## config.mk

```make
export PLATFORM = sky130hd
export DESIGN_NAME = cmv_lane
export DESIGN_NICKNAME = d
export VERILOG_FILES = /design/src/hw/rtl/cmv_pkg.sv /design/src/hw/rtl/cmv_lane.sv
export SDC_FILE = /design/constraint.sdc
export NUM_CORES = 1
export LEC_CHECK = 0
export ABC_AREA = 1
export BUFFER_PORTS_ARGS = -buffer_cell sky130_fd_sc_hd__buf_2
export CORE_MARGIN = 2
export CORE_UTILIZATION = 47
export CTS_CLUSTER_SIZE = 14
export DETAILED_ROUTE_END_ITERATION = 12
export SLEW_MARGIN = 20
export SYNTH_ARGS = -nofsm -noshare
export SYNTH_HDL_FRONTEND = slang
export SYNTH_SLANG_ARGS = --single-unit
```

## constraint.sdc

```tcl
create_clock -name clk -period 15.2 [get_ports clk]
set_input_delay 0.76 -clock clk [delete_from_list [all_inputs] [get_ports clk]]
set_output_delay 0.76 -clock clk [all_outputs]
set_load 0.02 [all_outputs]
```

## src/hw/rtl/cmv_pkg.sv

```systemverilog
package cmv_pkg;

  localparam int WORD_BITS = 16;
  localparam int FRAC_BITS = 12;
  localparam int IN_BITS   = 16;
  localparam int ROWS      = 4;
  localparam int COLS      = 4;
  localparam int RES_N     = 2 * ROWS;
  localparam int PROD_BITS = 2 * WORD_BITS;

  localparam logic ACT_LOAD = 1'b0;
  localparam logic ACT_DATA = 1'b1;

  typedef logic signed [WORD_BITS-1:0] word_t;

  // One MAC step broadcast to every row lane.
  typedef struct packed {
    logic       issue;
    logic       first;
    logic       odd;
    logic [1:0] col;
  } cmv_step_t;

  // Sign-extend a 16-bit input value, then wrap it to the word format.
  function automatic word_t to_word(logic signed [IN_BITS-1:0] v);
    logic signed [31:0] ext;
    ext = 32'(v);
    return ext[WORD_BITS-1:0];
  endfunction

  // Two's complement view of a word on the 16-bit result field.
  function automatic logic [IN_BITS-1:0] from_word(word_t w);
    logic signed [31:0] ext;
    ext = 32'(w);
    return ext[IN_BITS-1:0];
  endfunction

endpackage

```

## src/hw/rtl/cmv_lane.sv

```systemverilog
module cmv_lane
  import cmv_pkg::*;
(
  input  logic      clk,
  input  logic      rst,
  input  logic      wr_en,
  input  logic [1:0] wr_col,
  input  word_t     wr_re,
  input  word_t     wr_im,
  input  cmv_step_t step,
  input  word_t     x_val,
  output word_t     acc_re,
  output word_t     acc_im
);

  word_t bank_re [COLS];
  word_t bank_im [COLS];

  word_t hr;
  word_t hi;
  word_t a_re;
  word_t a_im;
  logic signed [PROD_BITS-1:0] mul_re;
  logic signed [PROD_BITS-1:0] mul_im;
  logic signed [PROD_BITS-1:0] sh_re;
  logic signed [PROD_BITS-1:0] sh_im;

  word_t prod_re;
  word_t prod_im;
  logic  p_valid;
  logic  p_first;

  always_ff @(posedge clk) begin
    if (wr_en) begin
      bank_re[wr_col] <= wr_re;
      bank_im[wr_col] <= wr_im;
    end
  end

  // Even steps take xr, odd steps take xi; the real row uses -Hi on odd steps.
  always_comb begin
    hr     = bank_re[step.col];
    hi     = bank_im[step.col];
    a_re   = step.odd ? word_t'(-hi) : hr;
    a_im   = step.odd ? hr : hi;
    mul_re = PROD_BITS'(a_re) * PROD_BITS'(x_val);
    mul_im = PROD_BITS'(a_im) * PROD_BITS'(x_val);
    sh_re  = mul_re >>> FRAC_BITS;
    sh_im  = mul_im >>> FRAC_BITS;
  end

  always_ff @(posedge clk) begin
    if (rst) begin
      p_valid <= 1'b0;
    end else begin
      p_valid <= step.issue;
    end
  end

  always_ff @(posedge clk) begin
    p_first <= step.first;
    prod_re <= sh_re[WORD_BITS-1:0];
    prod_im <= sh_im[WORD_BITS-1:0];
    if (p_valid) begin
      acc_re <= (p_first ? word_t'(0) : acc_re) + prod_re;
      acc_im <= (p_first ? word_t'(0) : acc_im) + prod_im;
    end
  end

endmodule

```

==> flow_summary_export.csv <==
group,metric,value,unit
place,placed_area,27360,sq um
cells_and_area,nets,3716,
floorplanning,die_w,240.1,um
worst_setup_path,end_kind,"register",
route,drtAntennaViolNets,0,
clock_tree,cts_tree,"built",
synthesis,syn_avg_cell_area,8.800,sq um
sta,finalHoldViolCount,0,
route,dr_wl_met3,4567,um
cells_and_area,layout_commonest_cell,"inv_1",
route,route.detailed.drc,0,
synthesis,ys_warn_count,0,
clock_tree,clock_path_buffers,2,
place,port_buffers,89,
clock_tree,htreeDepth,4,
synthesis,ys_types,48,
global_routing,overflow,0,
route,routed_via_density,5.127,
floorplanning,rows,86,
sta,rsz0062_at_grt,"false",
global_routing,first_global_vias,20317,
synthesis,synth-main-ff-cell,"edfxtp_1",
worst_setup_path,r2r_start,"bank_im[3][5]$_DFFE_PP_",
clock_tree,worstSkewPairLatency,510,ps
synthesis,synthTopCellsByArea,"fa_1 35%, edfxtp_1 18%, inv_1 9.9%",
synthesis,synthCells,2977,
route,drt_iter0_drc,1359,
route,drt_first_pass_iters,5,
clock_tree,cts_setup_buffers,0,
global_routing,grt_first_pass_wirelength,107900,um
worst_setup_path,cpPeakStageDelay,690,ps
route,wl_met1,28460,um
synthesis,synth_top_area_share,0.3500,
global_routing,track_usage,0.2466,
worst_setup_path,critPathSlowestCell,"fa_1",
clock_tree,hold_buffers,0,
route,highest_layer,"met5",
floorplanning,dieArea,57650,sq um
cells_and_area,drive_gt1_frac,0.05966,
job,maxCapViolations,0,
clock_tree,cts_root_buffer,"clkbuf_16",
worst_setup_path,cp-startpoint,"step[1]",
floorplanning,die_y,240.1,um
worst_setup_path,cp.arrival,8240,ps
sta,maxSlewHeadroom,0.3432,
synthesis,synth_edf_count,160,
worst_setup_path,worst-setup-path-type,"input port to register",
sta,tightest_slew,979.1,ps
floorplanning,io_pins,90,
sta,finalSetupTns,0,ps
clock_tree,cts-buffers-inserted,17,
floorplanning,start_util,0.4755,
worst_setup_path,path_max_fanout,40,
sta,finalCritPeriodShare,0.5159,
global_routing,grt_max_degree,65,
sta,final-setup-viol-count,0,
route,routedWlPerCell,17.52,um
outcome,outcome,"completed",
route,dr_wl_met2,31550,um
global_routing,antenna_found_initial,7,
sta,timing.final.crit_period,7841,ps
sta,fin_skew,25.67,ps
min_path,worstHoldPathType,"input port to register",
sta,drv_slew,0,
synthesis,seq_area_frac_synth,0.2094,
synthesis,yosysTopAreaCell,"fa_1",
synthesis,synthArstFlopShare,0,
place,routabilityCongestion,0.9175,
route,via_count,19396,
synthesis,syn_area,26200,sq um
place,hpwl,53740,um
clock_tree,cts_repair_resize_count,0,
route,postRouteWirelength,66290,um
synthesis,synth_seq_cells,194,
cells_and_area,final_util,0.5075,
floorplanning,coreArea,55090,sq um
min_path,worstHoldStart,"step[3]",
cells_and_area,syn2layout_area_growth,6.715,%
cells_and_area,mostFrequentLayoutCells,"694 x inv_1, 602 x nand2_1, 458 x fa_1, 318 x nor2_1, 179 x ha_1",
cells_and_area,design_area,27960,sq um
worst_setup_path,start_kind,"input port",
clock_tree,clk_pin_slew,90,ps
worst_setup_path,cp.required,15600,ps
sta,max_freq,127.5,MHz
clock_tree,numClockSinks,194,
synthesis,syn_nets,3672,
## layout make-up
type	count	area, sq um
fillers	5307	27130
multi-input cells	1985	17660
flip-flops and latches	194	5487
inverters	716	2693
well taps	748	935.9
repair buffers	107	580.6
clock buffers	17	425.4
clock inverters	15	175.2
diodes	1	2.502
## worst max-delay path, delay by kind of cell
| family | cells | cell delay [ps] |
|---|---|---|
| adders and majority gates | 7 | 3580 |
| AOI/OAI and AO/OA | 4 | 700 |
| and+or+nand+nor | 12 | 1830 |
| buffers and inverters | 8 | 1320 |
## cells by family after synthesis
| logic type | count (synthesis) | share of synthesized area |
|---|---|---|
| compound gates | 190 | 0.04346 |
| buf+inv | 798 | 0.1173 |
| xor+xnor | 96 | 0.03209 |
| simple gates | 1062 | 0.1623 |
| flops | 194 | 0.2094 |
| fa+ha+maj | 637 | 0.4355 |
## path summary, 6_finish.rpt
path | slack (ps) | cells after the start | to
setup / recovery | 7360 | 31 | prod_re[15]$_DFF_P_
hold / removal | 370 | 1 | p_first$_DFF_P_
setup reg to reg | 7990 | 30 | prod_re[15]$_DFF_P_
hold reg to reg | 550 | 1 | acc_re[0]$_DFFE_PP_
## Yosys cell counts (14+ instances only)
library cell / count
inv_1: 694
nand2_1: 602
fa_1: 458
nor2_1: 318
ha_1: 179
edfxtp_1: 160
nand3_1: 90
a21oi_1: 83
xor2_1: 70
clkbuf_1: 53
o21ai_0: 37
dfxtp_1: 34
xnor2_1: 26
clkinv_1: 17
nor3_1: 17
a31oi_1: 14
buf_2: 14
## metrics by stage
step | setup WS, ps | hold slack, ps | instances
final | 7359 | 368.7 | 3783
after global routing | 6772 | 342.8 | 3783
after CTS | 7393 | 331.5 | 3782
after detailed placement | 6871 | 525.7 | 3750
after global placement | 6871 | 521.2 | 3750
after floorplan | 8293 | 508.3 | 2977
## routing by layer
metal	GRT usage	vias to the layer above
li1	-	8989
met1	0.3347	9698
met2	0.4040	596
met3	0.04788	103
met4	0.06945	10
met5	0	-
## flip-flops by register name, indices dropped and copies added, names as in the netlist
| signal | count |
|---|---|
| acc_im | 16 |
| acc_re | 16 |
| bank_im | 64 |
| bank_re | 64 |
| p_first | 1 |
| p_valid | 1 |
| prod_im | 16 |
| prod_re | 16 |
Power is left out: the tool's default activity adds up to more than one toggle a clock period on the data nets, which glitch-free logic cannot reach.
