## src/hw/rtl/cmv_pkg.sv

```systemverilog
package cmv_pkg;

  localparam int WORD_BITS = 16;
  localparam int FRAC_BITS = 12;
  localparam int IN_BITS   = 16;
  localparam int ROWS      = 4;
  localparam int COLS      = 4;
  localparam int RES_N     = 2 * ROWS;
  localparam int PROD_BITS = 2 * WORD_BITS;

  localparam logic ACT_LOAD = 1'b0;
  localparam logic ACT_DATA = 1'b1;

  typedef logic signed [WORD_BITS-1:0] word_t;

  // One MAC step broadcast to every row lane.
  typedef struct packed {
    logic       issue;
    logic       first;
    logic       odd;
    logic [1:0] col;
  } cmv_step_t;

  // Sign-extend a 16-bit input value, then wrap it to the word format.
  function automatic word_t to_word(logic signed [IN_BITS-1:0] v);
    logic signed [31:0] ext;
    ext = 32'(v);
    return ext[WORD_BITS-1:0];
  endfunction

  // Two's complement view of a word on the 16-bit result field.
  function automatic logic [IN_BITS-1:0] from_word(word_t w);
    logic signed [31:0] ext;
    ext = 32'(w);
    return ext[IN_BITS-1:0];
  endfunction

endpackage

```

## src/hw/rtl/cmv_merge.sv

```systemverilog
module cmv_merge
  import cmv_pkg::*;
(
  input  logic        clk,
  input  logic        rst,
  input  logic        load,
  input  word_t       res [RES_N],
  output logic        can_load,
  output logic        m_tvalid,
  input  logic        m_tready,
  output logic [23:0] m_tdata,  // result_value [15:0], result_row [17:16], zero pad
  output logic        m_tuser,  // is_imag
  output logic        m_tlast
);

  word_t      hold [RES_N];
  logic [2:0] idx;
  logic       active;
  logic       beat;

  assign beat     = m_tvalid && m_tready;
  assign can_load = !active || (beat && idx == 3'd7);

  always_ff @(posedge clk) begin
    if (rst) begin
      active <= 1'b0;
      idx    <= 3'd0;
    end else if (load && can_load) begin
      active <= 1'b1;
      idx    <= 3'd0;
    end else if (beat) begin
      idx <= idx + 3'd1;
      if (idx == 3'd7) begin
        active <= 1'b0;
      end
    end
  end

  // Shift the held results toward the head on every beat that loads no new set.
  always_ff @(posedge clk) begin
    if (load && can_load) begin
      hold <= res;
    end else if (beat) begin
      for (int i = 0; i < RES_N - 1; i++) begin
        hold[i] <= hold[i+1];
      end
    end
  end

  assign m_tvalid = active;
  assign m_tdata  = {6'd0, idx[2:1], from_word(hold[0])};
  assign m_tuser  = idx[0];
  assign m_tlast  = (idx == 3'd7);

endmodule

```

## config.mk

```make
export PLATFORM = sky130hd
export DESIGN_NAME = cmv_merge
export DESIGN_NICKNAME = d
export VERILOG_FILES = /design/src/hw/rtl/cmv_pkg.sv /design/src/hw/rtl/cmv_merge.sv
export SDC_FILE = /design/constraint.sdc
export NUM_CORES = 1
export LEC_CHECK = 0
export ABC_AREA = 1
export BUFFER_PORTS_ARGS = -buffer_cell sky130_fd_sc_hd__buf_2
export CELL_PAD_IN_SITES_DETAIL_PLACEMENT = 2
export CELL_PAD_IN_SITES_GLOBAL_PLACEMENT = 2
export CORE_UTILIZATION = 32
export CTS_BUF_LIST = sky130_fd_sc_hd__clkbuf_16
export DETAILED_ROUTE_END_ITERATION = 8
export GPL_ROUTABILITY_DRIVEN = 0
export PLACE_DENSITY_LB_ADDON = 0.1
export SLEW_MARGIN = 20
export SYNTH_ARGS = -nofsm -noshare
export SYNTH_HDL_FRONTEND = slang
export SYNTH_SLANG_ARGS = --single-unit
```

## constraint.sdc

```tcl
create_clock -name clk -period 11.7 [get_ports clk]
set_clock_uncertainty 0.05 [all_clocks]
set_input_delay 0.585 -clock clk [delete_from_list [all_inputs] [get_ports clk]]
set_output_delay 0.585 -clock clk [all_outputs]
set_load 0.02 [all_outputs]
```

==> results.py, run 1 <==
metrics = {
    "floorplan": {
        "die-area_um2": 18800,
        "die_x_um": 137,
        "core_um2": 18000,
        "initial_core_util": 0.326,
        "ios": 160,
        "std_cell_rows": 49,
        "die_y_um": 137,
    },
    "sta": {
        "worst_pin_slew_ns": 0.677,
        "rsz0062_at_grt": "no",
        "fin_crit_ns": 3.13,
        "fmax_mhz": 320,
        "hold_viol_final": 0,
        "fin_tns_setup_ns": 0,
        "maxSlewViolCount": 0,
        "finalSetupViolations": 0,
        "period_share": 0.268,
        "relSlewSlack": 0.549,
    },
    "placement": {
        "dp_cells": 888,
        "portBuffers": 153,
        "post-dp-hpwl_um": 9440,
    },
    "critical_path": {
        "r2r_start": "idx[1]",
        "slowest_delay_ns": 0.63,
        "critPathSlowestCell": "buf_4",
        "ff2ff_path_depth": 8,
        "crit_chain": "buf_4 > inv_1 > o21ai_4 > buf_4 > buf_4",
        "crit_fanout": 58,
        "cp-end-kind": "flop",
        "ff2ff_setup_slack_ns": 8.76,
        "arrival_ns": 3.13,
        "critPathKind": "input pin to flop",
        "reg2reg_to": "m_tdata[11]",
        "cp_data_required_time_ns": 11.70,
        "critical-path-top-delay-family": "buffers and inverters",
        "crit_path_frequent_cell": "buf_4",
        "worstPathBufferInverterCount": 4,
        "cp-start-kind": "input pin",
    },
    "cts": {
        "cts_resized": 0,
        "clkTransAtPathRegs_ns": 0.06,
        "cts-root-buf": "clkbuf_16",
        "insertion_delay_ns": 0.42,
        "cts_buffer_depth": 2,
        "postCtsSetupBuffers": 0,
        "clock-sinks": 132,
        "cts-htree-levels": 4,
        "postCtsHoldBufs": 0,
        "cts_tree": "done",
        "numCtsBuffers": 17,
    },
    "global_routing": {
        "antenna_found_initial": 0,
        "grt_max_degree": 61,
        "grt-busiest-layer": "met2",
        "grt_use_total": 0.162,
        "gr-usage-met3": 0.0478,
        "grt_util_met2": 0.279,
        "grt_pass1_vias": 4559,
        "use_met1": 0.188,
        "gr-total-overflow": 0,
        "grt_pass1_wl_um": 22400,
    },
    "worst_hold_path": {
        "min_to": "hold[13]",
        "worstHoldStart": "res[13]",
        "hold_depth": 1,
        "hold_class": "input pin to flop",
    },
    "logic_synthesis": {
        "synthAdderAreaFrac": 0.00428,
        "yosysUniqueCellTypes": 15,
        "synthMuxAreaShare": 0,
        "yosysTopAreaCell": "edfxtp_1",
        "synth_seq_area_share": 0.671,
        "synthSimpleGateAreaFrac": 0.252,
        "yosys_warnings": 0,
        "async_flop_share": 0,
        "synth_edf_count": 128,
        "yosysMostFrequentCell": "nand2_1",
        "yosys_most_used_dff": "edfxtp_1",
        "ys_ff_latch": 132,
        "synth-compound-area-share": 0.00171,
        "synth_area_leaders": "edfxtp_1 (66%), nand2_1 (15%), nand3_1 (9.8%), buf_4 (3.2%), buf_2 (1.5%)",
        "synth_top_area_share": 0.657,
        "ys_top_cells_by_count": "nand2_1 (233), edfxtp_1 (128), nand3_1 (115), buf_4 (25), buf_2 (18)",
        "synth_xor_area_frac": 0,
        "synth_area_per_cell_um2": 10.5,
        "synth_area_um2": 5850,
        "synth_top_family_by_area": "simple AND/OR/NAND/NOR gates",
        "syn_inst": 555,
    },
    "power_and_ir_drop": {
        "power_frac_seq": 0.486,
        "power.net_switching_uw": 289,
        "power.leakage_uw": 0.00325,
        "ir_worst_vdd_mv": 0.101,
        "pwr-share-clk": 0.409,
        "swShare": 0.238,
        "power.internal_uw": 927,
        "power.density_nw_per_um2": 170,
        "pwr-share-comb": 0.106,
    },
    "routing": {
        "drt_iter0_markers": 183,
        "routed_wl_um": 14300,
        "wl_per_cell_um": 15.5,
        "num_vias": 4282,
        "ant_nets": 0,
        "routed_via_density": 4.65,
        "drc_errors": 0,
        "drt_pass1_iterations": 4,
    },
    "layout": {
        "regArea_um2": 3920,
        "post-route-util": 0.397,
        "layout-drive-gt1-share": 0.268,
        "instances_no_fill": 920,
        "fin_nets": 812,
        "num_antenna_cells": 0,
        "area_growth_pct": 22.1,
        "multi_input_area_um2": 1550,
        "n_fill_cell": 1952,
    },
    "job": {
        "cap_violations": 0,
    },
    "status": {
        "status": "completed",
    },
}
[state kept, by name, indices dropped and copies added (netlist names)]
register,count
m_tdata,16
idx,3
m_tvalid,1
hold,112
[cell type report]
type	count	share of cell area
flip-flops and latches	132	0.550
multi-input cells	363	0.217
repair buffers	158	0.113
clock buffers	17	0.0596
well taps	229	0.0401
clock inverters	15	0.0172
inverters	6	0.00315
[per-stage QoR]
| step | cell area [um^2] | setup WS (ns) | hold WS, ns | power [uW] |
|---|---|---|---|---|
| finish | 7140 | 8.57 | 0.285 | 1220 |
| global route | 7140 | 8.42 | 0.260 | 1270 |
| CTS | 7140 | 8.53 | 0.263 | 1230 |
| detailed placement | 6590 | 8.09 | 0.452 | 734 |
| global placement | 6590 | 8.21 | 0.446 | 727 |
| floorplan | 5870 | 2.16 | 0.437 | 698 |
[cells by family (layout without fill, tap and decap cells)]
kind of cell,count (synthesis),after routing
AO/OA/AOI/OAI,2,2
adder cells (fa/ha/maj),2,2
buffers and inverters,65,196
flip-flops,132,132
other,1,6
AND/OR/NAND/NOR,353,353
[power groups by stage]
| stage | clock, uW | combinational (uW) | sequential [uW] |
|---|---|---|---|
| 2_1_floorplan | 0 | 91.0 | 607 |
| 3_3_place_gp | 0 | 127 | 600 |
| 3_5_place_dp | 0 | 132 | 602 |
| 4_1_cts | 509 | 133 | 592 |
| 5_1_grt | 528 | 147 | 596 |
| 6_report | 497 | 128 | 591 |
[how the worst max path moves through the flow]
stage,start,to,slack [ns],depth (start not counted)
3_5_place_dp,load,hold[22],8.09,5
2_1_floorplan,load,hold[100],2.16,4
4_1_cts,load,hold[33],8.53,5
3_3_place_gp,load,hold[21],8.21,5
5_1_grt,load,hold[33],8.42,5
6_report,load,hold[33],8.57,5
[layer usage]
metal  share of wire  wire length [um]
met1            0.42              6000
met2            0.51              7330
met3           0.055               780
met4           0.012               173
met5               0                 0
[layout by cell type (no fill, tap or decap)]
master,count
o21ai_4,1
dfxtp_1,4
nand3_1,115
edfxtp_1,128
buf_2,152
inv_1,7
nor2_1,3
buf_4,6
ha_1,2
bufinv_16,2
nand2_4,2
clkbuf_16,17
nand2_1,233
clkinv_1,7
a21oi_1,1
conb_1,6
clkinv_2,2
clkinvlp_4,3
(Power assumes the default switching activity.)
==> run 2, diff against run 1 <==
- clock period: 11.7 -> 3.1 ns (I/O delays scaled with it)
==> run 2 against run 1 <==
Die area unchanged. Critical path depth up 3. Routed wire length up 6.6%. Final cell count up 4.5%. Count of clock-buffer cells in the layout unchanged. Setup slack worse by 7.8 ns. Core utilization up 2.1 points. Clock power rose to 3.5 times the previous value. Global-route usage up 0.76 points. Non-clock buffer count up 40. Sequential cell count unchanged.
==> results.py, run 2 (synthesis gave the netlist of run 1 again) <==
metrics = {
    "cts": {
        "cts-htree-levels": 4,
        "clkTransAtPathRegs_ns": 0.05,
        "cts_buffer_depth": 2,
        "cts_tree": "done",
        "cts-root-buf": "clkbuf_16",
        "clock-sinks": 132,
        "numCtsBuffers": 17,
        "insertion_delay_ns": 0.41,
        "postCtsSetupBuffers": 0,
    },
    "critical_path": {
        "r2r_start": "idx[1]",
        "slowest_delay_ns": 0.57,
        "crit_chain": "ha_1 > ha_1 > nand2_1 > nand2_4 > nand2_4 > buf_4 > nand2_1 > nor2_1",
        "critPathLaunch": "idx[1]",
        "critPathSlowestCell": "buf_4",
        "critical_path_depth": 8,
        "critical-path-top-delay-family": "simple AND/OR/NAND/NOR gates",
        "crit_fanout": 66,
        "ff2ff_setup_slack_ns": 0.77,
        "setup.worst_path.end": "idx[1]",
        "cp-start-kind": "flop",
        "reg2reg_to": "idx[1]",
        "arrival_ns": 2.62,
        "critPathKind": "flop to flop",
        "ff2ff_path_depth": 8,
        "cp-end-kind": "flop",
        "cp_data_required_time_ns": 3.39,
        "worstPathBufferInverterCount": 1,
    },
    "placement": {
        "portBuffers": 153,
        "pre_cts_slack_ns": 0.719,
        "post-dp-hpwl_um": 9680,
        "dp_cells": 889,
    },
    "sta": {
        "period_share": 0.751,
        "hold_viol_final": 0,
        "fin_crit_ns": 2.33,
        "hold_ws_ns": 0.0147,
        "fin_tns_setup_ns": 0,
        "relSlewSlack": 0.456,
        "layout_setup_ws_ns": 0.771,
        "maxSlewViolCount": 0,
        "fmax_mhz": 429,
        "rsz0062_at_grt": "no",
        "worst_pin_slew_ns": 0.817,
        "finalSetupViolations": 0,
    },
    "routing": {
        "drc_errors": 0,
        "routed_wl_um": 15200,
        "ant_nets": 0,
        "routed_via_density": 4.67,
        "wl_per_cell_um": 15.8,
        "num_vias": 4487,
        "drt_iter0_markers": 188,
        "drt_pass1_iterations": 4,
    },
    "global_routing": {
        "grt_max_degree": 113,
        "grt_use_total": 0.169,
        "grt_pass1_vias": 4884,
        "antenna_found_initial": 1,
        "grt_pass1_wl_um": 23900,
        "gr-total-overflow": 0,
    },
    "power_and_ir_drop": {
        "power.density_nw_per_um2": 601,
        "ir_worst_vdd_mv": 0.366,
        "fin_total_pwr_uw": 4520,
        "power.leakage_uw": 0.00343,
    },
    "worst_hold_path": {
        "hold_class": "input pin to flop",
        "worstHoldStart": "res[18]",
    },
    "layout": {
        "largest_register_ff_count": 112,
        "n_fill_cell": 1925,
        "area_growth_pct": 28.5,
        "final_cell_mix": "nand2_1 (233), buf_2 (152), edfxtp_1 (128)",
        "instances_no_fill": 961,
        "fin_nets": 852,
        "layout-drive-gt1-share": 0.251,
        "top_register": "hold",
        "final_common_cell": "nand2_1",
    },
    "floorplan": {
        "die_x_um": 137,
        "initial_core_util": 0.326,
        "ios": 160,
        "die_y_um": 137,
        "die-area_um2": 18800,
        "core_um2": 18000,
        "std_cell_rows": 49,
    },
    "status": {
        "status": "completed",
    },
    "job": {
        "cap_violations": 0,
    },
}
## run 2: changes by cell type in the layout (fill, tap and decap cells not counted), moves of 2 or more
cell           before  now
inv_1               7   11
diode_2             0    2
clkinv_1            7    5
clkinvlp_4          3    0
dlygate4sd3_1       0   39
## run 2: layout make-up
cell class,instances,area [um^2],area share
clock buffer,17,425,0.0566
inverter,6,22.5,0.00300
antenna,2,5.00,0.000666
timing repair buffer,198,1220,0.162
sequential,132,3920,0.522
multi-input combinational,363,1550,0.207
tap,229,287,0.0381
clock inverter,14,82.6,0.0110
## run 2: routing by layer
layer / wire length [um] / global-route usage / part of all wire / vias up
met3: 661 / 0.0372 / 0.043 / 18
met5: 0 / 0 / 0 / -
met2: 8080 / 0.310 / 0.53 / 116
met1: 6280 / 0.192 / 0.41 / 2167
li1: - / - / - / 2186
met4: 203 / 0.0604 / 0.013 / 0
## run 2: through the flow
| stage | utilization | instance area [um^2] |
|---|---|---|
| global placement | 0.368 | 6610 |
| floorplan | - | 5880 |
| global route | 0.418 | 7510 |
| detailed placement | 0.368 | 6610 |
| CTS | 0.418 | 7510 |
| finish | 0.419 | 7520 |
## run 2: power breakdown
part	internal, uW	switching, uW
sequential	2180	48.6
clock	1060	695
combinational	199	333
## run 2: timing repair
action,in CTS,in global routing
hold buffers,39,0
endpoints found under the setup margin,0,0
resized for setup,0,0
hold endpoints to repair,39,0
## run 2: worst min-delay path by stage
stage | endpoint | slack [ns] | cells past startpoint
global placement | hold[0] | 0.28 | 1
global route | hold[65] | 0.01 | 3
CTS | hold[16] | 0.0001 | 3
floorplan | m_tvalid | 0.17 | 1
finish | hold[18] | 0.01 | 3
detailed placement | hold[3] | 0.28 | 1
## run 2: worst min-delay path, stage by stage
cell	delay (ns)
buf_2	0.08
nand3_1	0.07
nand2_1	0.06
